--- config.mk ---
export PLATFORM = sky130hd
export DESIGN_NAME = pbi_queue
export DESIGN_NICKNAME = d
export VERILOG_FILES = /design/src/hdl/pbi_pkg.sv /design/src/hdl/pbi_queue.sv
export VERILOG_INCLUDE_DIRS = /design/src /design/src/hdl
export SDC_FILE = /design/constraint.sdc
export NUM_CORES = 1
export LEC_CHECK = 0
export BUFFER_PORTS_ARGS = -buffer_cell sky130_fd_sc_hd__buf_2
export CAP_MARGIN = 20
export CORE_UTILIZATION = 48
export CTS_BUF_LIST = sky130_fd_sc_hd__clkbuf_4
export DETAILED_ROUTE_END_ITERATION = 10
export GPL_TIMING_DRIVEN = 0
export PLACE_DENSITY_LB_ADDON = 0.3
export SETUP_SLACK_MARGIN = 0.02
export SLEW_MARGIN = 20
export SYNTH_ARGS = -nofsm -noshare
export SYNTH_HDL_FRONTEND = slang
export SYNTH_SLANG_ARGS = --single-unit
--- constraint.sdc ---
create_clock -name clock -period 5.22 [get_ports clock]
set_clock_uncertainty 0.15 [all_clocks]
set_input_delay 0.522 -clock clock [delete_from_list [all_inputs] [get_ports clock]]
set_output_delay 0.522 -clock clock [all_outputs]
set_load 0.01 [all_outputs]
--- src/hdl/poincare_ball_inversion_3d_top_defines.svh ---
// ----------------------------------------------------------------------------
// poincare ball inversion 3d assertion macros
// shared concurrent assertion forms for the rtl
// ----------------------------------------------------------------------------
`ifndef POINCARE_BALL_INVERSION_3D_TOP_DEFINES_SVH
`define POINCARE_BALL_INVERSION_3D_TOP_DEFINES_SVH

// property holds at every edge out of reset
`define PBI_ASSERT(lbl, clk, rst, prop, msg) \
   lbl: assert property (@(posedge clk) disable iff (rst) (prop)) else $error(msg);

// consequent holds in the cycle after the antecedent
`define PBI_ASSERT_NEXT(lbl, clk, rst, ante, cons, msg) \
   lbl: assert property (@(posedge clk) disable iff (rst) (ante) |=> (cons)) else $error(msg);

`endif

--- src/hdl/pbi_pkg.sv ---
// ----------------------------------------------------------------------------
// pbi_pkg
// shared types, register codes and fixed point helpers
// ----------------------------------------------------------------------------
`default_nettype none

package pbi_pkg;

   localparam int PBI_FRAC_BITS   = 16;
   localparam int PBI_QUEUE_DEPTH = 4;
   localparam int PBI_INDEX_BITS  = 8;

   localparam logic [PBI_INDEX_BITS-1:0] PBI_REG_CENTER_X = 8'd0;
   localparam logic [PBI_INDEX_BITS-1:0] PBI_REG_CENTER_Y = 8'd1;
   localparam logic [PBI_INDEX_BITS-1:0] PBI_REG_CENTER_Z = 8'd2;
   localparam logic [PBI_INDEX_BITS-1:0] PBI_REG_WEIGHT   = 8'd3;

   typedef struct packed {
      logic signed [31:0] center_x;
      logic signed [31:0] center_y;
      logic signed [31:0] center_z;
      logic signed [31:0] weight;
   } pbi_cfg_type;

   typedef struct packed {
      logic signed [31:0] den;
      logic signed [31:0] nx;
      logic signed [31:0] ny;
      logic signed [31:0] nz;
      logic signed [31:0] ax;
      logic signed [31:0] ay;
      logic signed [31:0] az;
      logic               zero;
   } pbi_item_type;

   function automatic logic signed [31:0] pbi_sat(input logic signed [64:0] v);
      if (v > 65'sd2147483647) begin
         return 32'sh7fffffff;
      end
      if (v < -65'sd2147483648) begin
         return 32'sh80000000;
      end
      return v[31:0];
   endfunction

   // floor of the product over 2^frac, clipped
   function automatic logic signed [31:0] pbi_fmul(input logic signed [31:0] a,
                                                   input logic signed [31:0] b,
                                                   input int frac);
      logic signed [63:0] p;
      p = 64'(a) * 64'(b);
      return pbi_sat(65'(p >>> frac));
   endfunction

endpackage

`default_nettype wire

--- src/hdl/pbi_queue.sv ---
// ----------------------------------------------------------------------------
// pbi_queue
// short item queue between front and back
// ----------------------------------------------------------------------------
`default_nettype none

`include "poincare_ball_inversion_3d_top_defines.svh"

module pbi_queue import pbi_pkg::*; #(
   parameter int DEPTH = PBI_QUEUE_DEPTH
) (
   input  wire logic         clock,
   input  wire logic         reset,
   input  wire logic         push,
   input  wire pbi_item_type push_item,
   output logic              full,
   input  wire logic         pop,
   output pbi_item_type      head_item,
   output logic              not_empty
);

   localparam int PW = (DEPTH > 1) ? $clog2(DEPTH) : 1;
   localparam int CW = $clog2(DEPTH + 1);
   localparam logic [PW-1:0] LAST = PW'(DEPTH - 1);
   localparam logic [CW-1:0] FULL = CW'(DEPTH);

   pbi_item_type  data_ff [DEPTH];
   logic [PW-1:0] wr_ff, wr_in, rd_ff, rd_in;
   logic [CW-1:0] count_ff, count_in;
   logic          do_push, do_pop;

   assign full      = (count_ff == FULL);
   assign not_empty = (count_ff != '0);
   assign do_push   = push && !full;
   assign do_pop    = pop && not_empty;
   assign head_item = data_ff[rd_ff];

   always_comb begin
      wr_in    = do_push ? ((wr_ff == LAST) ? '0 : wr_ff + 1'b1) : wr_ff;
      rd_in    = do_pop  ? ((rd_ff == LAST) ? '0 : rd_ff + 1'b1) : rd_ff;
      count_in = count_ff + CW'(do_push) - CW'(do_pop);
   end

   always_ff @(posedge clock) begin
      if (reset) begin
         wr_ff    <= '0;
         rd_ff    <= '0;
         count_ff <= '0;
      end else begin
         wr_ff    <= wr_in;
         rd_ff    <= rd_in;
         count_ff <= count_in;
      end
      if (do_push) begin
         data_ff[wr_ff] <= push_item;
      end
   end

   `PBI_ASSERT(a_count_range, clock, reset, count_ff <= FULL, "queue count beyond depth")
   `PBI_ASSERT_NEXT(a_count_up, clock, reset, do_push && !do_pop,
                    count_ff == $past(count_ff) + 1'b1, "queue count missed a push")
   `PBI_ASSERT_NEXT(a_count_down, clock, reset, do_pop && !do_push,
                    count_ff == $past(count_ff) - 1'b1, "queue count missed a pop")

endmodule

`default_nettype wire

**Yosys cells after proc, flatten, opt, wreduce, memory -nomap -nowiden**

Memories as Yosys holds them, arrays and structs flattened. A register that Yosys moved wholly into a read port is not among the register bits.
Cells that the tools add are included.

- Register bits after elaboration: 7
- Memory bits (writable): 900
- Input port bits: 229
- Output and inout bits: 227
- Logic and storage cells: 21
- Memories kept: 1

- Add/subtract/negate cells: 4
- Equal/unequal tests: 3
- Mux-type cells: 6
- Reductions and logical operators: 4

Memory list:

| memory | words | bits a word | rd ports | clocked after Yosys merged registers in | write ports | RTL line | source |
|---|---|---|---|---|---|---|---|
| data_ff | 4 | 225 | 1 | 1 | 1 | pbi_queue.sv:27 | `pbi_item_type data_ff [DEPTH];` |

Operator list:

| operator | count |
|---|---|
| 2-bit 2-to-1 mux | 4 |
| 2-bit by 1-bit adder with 2-bit output, second input constant | 2 |
| 2-bit equality test, second input constant | 2 |
| 3-bit by 1-bit adder with 3-bit output | 1 |
| 3-bit equality test, second input constant | 1 |
| 3-bit nonzero test | 1 |
| 3-bit by 1-bit subtractor with 3-bit output | 1 |
| 1-bit logical AND | 2 |
| 1-bit 2-to-1 mux | 2 |
| 1-bit logical NOT | 1 |

**Depth between registers and ports, before layout**

- Depth after elaboration: 5
- Mapped depth: 12
- Gate-level depth less buffers: 11

**Worst setup path before layout**

No wires, ideal clock.

- Path kind: flip-flop to flip-flop
- Start point: register count_ff[1]
- End point: memory data_ff[0][0] (netlist name) (enable)
- Setup time: 0.488 ns
- Arrival time: 3.482 ns
- Data required time: 4.582 ns
- Slack: 1.100 ns
- Cell stages (with the launch flop): 4
- Path buffers: 1
- Period minus slack after synthesis: 4.120 ns
- Cells stage by stage: dfxtp_1 -> or3b_1 -> clkbuf_1 -> and3_2

- Cells in the longest elaborated chain, start to end: 5

RTL lines:

| element | RTL line | source |
|---|---|---|
| from (decl) | pbi_queue.sv:29 | `logic [CW-1:0] count_ff, count_in;` |
| from (signal assigned) | pbi_queue.sv:52 | `count_ff <= count_in;` |
| 3-bit equality test | pbi_queue.sv:32 | `assign full = (count_ff == FULL);` |
| 1-bit logical NOT | pbi_queue.sv:34 | `assign do_push = push && !full;` |
| 1-bit logical AND | pbi_queue.sv:34 |  |
| 1-bit 2-to-1 mux | pbi_queue.sv:54 | `if (do_push) begin` |
| 1-bit 2-to-1 mux (not written as such) | pbi_queue.sv:55 | `data_ff[wr_ff] <= push_item;` |
| to (decl) | pbi_queue.sv:27 |  |

Every way passes these cells.

==> summary.txt <==
Setup path
  • Flop-to-flop setup slack: 2.23 ns
  • CP Launch Type: flip-flop
  • CP required: 4.55 ns
  • Data arrival, critical path: 3.28 ns
  • Capture point of the worst reg-to-reg path: data_ff[3][156]$_DFFE_PP_
  • Worst-path fanout max: 10
  • Worst setup EP type: output pin
  • WS Path Type: flip-flop to output pin
  • Worst-case reg-to-reg path depth: 6
  • Worst reg2reg startpoint: count_ff[1]$_SDFF_PP0_

CTS
  • Root Driver: clkbuf_4
  • Post-CTS Hold Fix Bufs: 362
  • CTS tree: yes
  • PostCTS Resize Cnt: 0
  • Clock transition at path regs: 0.06 ns
  • Clk buf depth: 3
  • Clock sinks: 909
  • H-tree depth: 4
  • TritonCTS Buffers: 216
  • Skew-Pair Late Insertion Delay: 1.00 ns
  • Post CTS Setup Buffer Count: 0

Finish
  • Sequential Area: 27,200 um2
  • Footprint of the multi-input gates: 5350 um2
  • Layout Cells excl Fill: 3,294
  • Filler instances: 4,583
  • Final nets: 2,519
  • Proportion of layout cells with a drive suffix above 1: 0.446
  • Synthesis-to-layout area growth: 31.0%
  • Finished Core Util: 0.639

Place
  • Gp weighted congestion: 0.736
  • Dpl cells: 2,575
  • PortBufs: 454
  • DP HPWL: 43,200 um
  • Pre-CTS WS: 2.06 ns

Floorplan
  • Initial Util: 0.488
  • Num ports: 456
  • Core ar.: 67,500 um2
  • Die ar.: 69,600 um2
  • Row cnt: 95
  • DIE WIDTH: 264 um
  • Die height: 264 um

Global route
  • First-pass GRT wire length: 109,000 um
  • Total GRT Usage: 0.209
  • Initial antenna violation count: 7
  • Number of global-route vias before repair: 18,800
  • Largest net degree at the start of global routing: 46
  • GRT Residual Overflow: 0

Job
  • Max_cap viols: 0

Logic synthesis
  • Largest family of logic cells by synthesized area: multiplexers
  • Synth unique cells: 25
  • YS warnings: 0
  • Yosys top cell by area: edfxtp_1
  • Post-Synth Adder-Cell Area: 0.00327
  • Post-Syn Instances: 1,226
  • Count leader, synth: edfxtp_1
  • Post-synthesis compound-gate area fraction: 0.00103
  • Mean area per synthesized cell: 26.9 um2
  • Ys flop type: edfxtp_1
  • Synth top area share: 0.821
  • Post-synth top cells: edfxtp_1, mux4_2, buf_2, buf_6
  • Mux contribution to synthesized area: 0.154
  • Sequential fraction of the synthesis area: 0.826
  • Area share of and/or/nand/nor cells after synthesis: 0.00331
  • Mapped Nets: 1,463
  • Number of synthesized flops with an enable pin: 900
  • Post-synthesis cell area: 32,900 um2
  • Synthesis-stage register bit count: 909
  • Fraction of registers with async set/reset: 0
  • Synth area leaders: edfxtp_1, mux4_2, buf_6
  • Post-Synth XOR/XNOR Area: 0.000266

Power
  • Peak supply drop: 0.000341 V
  • Power per cell area: 444 nW/um2
  • Switch Pwr: 0.00522 W
  • Sw frac: 0.273
  • P_leak: 15.0 nW
  • Comb pwr share: 0.239
  • Int Pwr: 0.0139 W
  • Seq pwr share: 0.475
  • Clock share of power: 0.287

Drt
  • Via density: 5.19
  • Routed Antenna Nets: 0
  • DRC Markers: 0
  • Initial DRC Count: 1,093
  • Final wirelength: 71,500 um
  • Routed wire per std cell: 21.7 um
  • DRT Pass-1 Iters: 5
  • Vias: 17,100

STA
  • Ratio of final minimum period to clock period: 0.756
  • F_max: 253 MHz
  • Slew @ Worst Pin: 0.839 ns
  • Final WS setup: 1.27 ns
  • Worst hold slack: 0.160 ns
  • Slew HR: 0.440
  • Tmin final: 3.95 ns
  • Final Hold Vio Count: 0
  • Slew Limit Fails: 0
  • RSZ-0062 raised after global routing: false
  • Final setup violating endpoints: 0

Outcome
  • Status: finished, final reports clean

Hold path
  • Hold Path Stages: 2
  • Hold path startpoint: push_item[127]
  • Worst min-delay path class: primary input to flip-flop
  • Hold EP: data_ff[0][127]$_DFFE_PP_
[layout make-up]
| type | instances | area share |
|---|---|---|
| clock buffers | 305 | 0.0531 |
| plain buffers | 52 | 0.00824 |
| multi-input cells | 258 | 0.124 |
| diodes | 6 | 0.000348 |
| flip-flops and latches | 909 | 0.631 |
| inverters | 7 | 0.000609 |
| well taps | 873 | 0.0253 |
| repair buffers | 838 | 0.150 |
| clock inverters | 46 | 0.00769 |
[per-stage QoR]
step | total power [W] | setup TNS [ns] | cell area (um2)
floorplan | 0.0118 | 0 | 32900
detailed placement | 0.0136 | 0 | 36900
global route | 0.0200 | 0 | 43100
CTS | 0.0193 | 0 | 43100
global placement | 0.0136 | -1044.37 | 36300
finish | 0.0191 | 0 | 43100
[registers in the layout, summed over array words and instances (netlist names), named ones only]
| register | count |
|---|---|
| rd_ff | 2 |
| count_ff | 3 |
| wr_ff | 2 |
| data_ff | 900 |
[routing by layer]
metal | share of wire | vias up | global-route usage | wire [um]
met5 | 0.00063 | - | 0 | 45
met4 | 0.023 | 6 | 0.0753 | 1650
met3 | 0.087 | 132 | 0.0787 | 6200
met2 | 0.51 | 623 | 0.348 | 36500
met1 | 0.38 | 8747 | 0.250 | 27100
li1 | - | 7587 | - | -
[cells in the final DEF (no fill, tap or decap), types with 4 or more instances in the layout]
| master | synthesis | final |
|---|---|---|
| and3_4 | 0 | 4 |
| buf_12 | 0 | 7 |
| buf_16 | 0 | 15 |
| buf_2 | 26 | 480 |
| buf_6 | 17 | 17 |
| clkbuf_1 | 9 | 9 |
| clkbuf_4 | 0 | 305 |
| clkinv_1 | 0 | 26 |
| clkinv_2 | 0 | 5 |
| clkinvlp_4 | 0 | 5 |
| dfxtp_1 | 9 | 9 |
| diode_2 | 0 | 6 |
| dlygate4sd3_1 | 0 | 362 |
| edfxtp_1 | 900 | 900 |
| ha_1 | 7 | 7 |
| inv_1 | 7 | 7 |
| mux4_2 | 225 | 225 |
[power groups by stage]
stage / clock network, W / registers [W] / logic, W
after global routing: 0.00600 / 0.00913 / 0.00488
final: 0.00548 / 0.00908 / 0.00456
after global placement: 0 / 0.00936 / 0.00422
after floorplan: 0 / 0.00926 / 0.00259
after CTS: 0.00562 / 0.00908 / 0.00465
after detailed placement: 0 / 0.00923 / 0.00440
[worst max-delay path, stage by stage, from the launching register on]
cell and delay [ns]:
dfxtp_1 0.31, buf_2 0.31, clkbuf_1 0.68, buf_2 0.48, mux4_2 0.36, buf_2 0.18
[worst max-delay path by stage]
stage	startpoint	to	slack, ns
after floorplan	count_ff[1]$_SDFF_PP0_	data_ff[0][0]$_DFFE_PP_	1.10
after global placement	count_ff[1]$_SDFF_PP0_	data_ff[1][185]$_DFFE_PP_	-1.20
after detailed placement	flip-flop	head_item[144]	2.06
after CTS	flip-flop	head_item[152]	0.97
after global routing	flip-flop	head_item[152]	1.00
final	flip-flop	head_item[152]	1.27
[kinds of logic (layout without fill, tap and decap cells)]
| family | after synthesis | after routing |
|---|---|---|
| mux | 226 | 226 |
| flops | 909 | 909 |
| simple gates | 18 | 18 |
| compound gates | 5 | 5 |
| fa+ha+maj | 8 | 8 |
| other cells | 0 | 6 |
| xor+xnor | 1 | 1 |
| buf+inv | 59 | 1248 |
(Power assumes the default switching activity.)
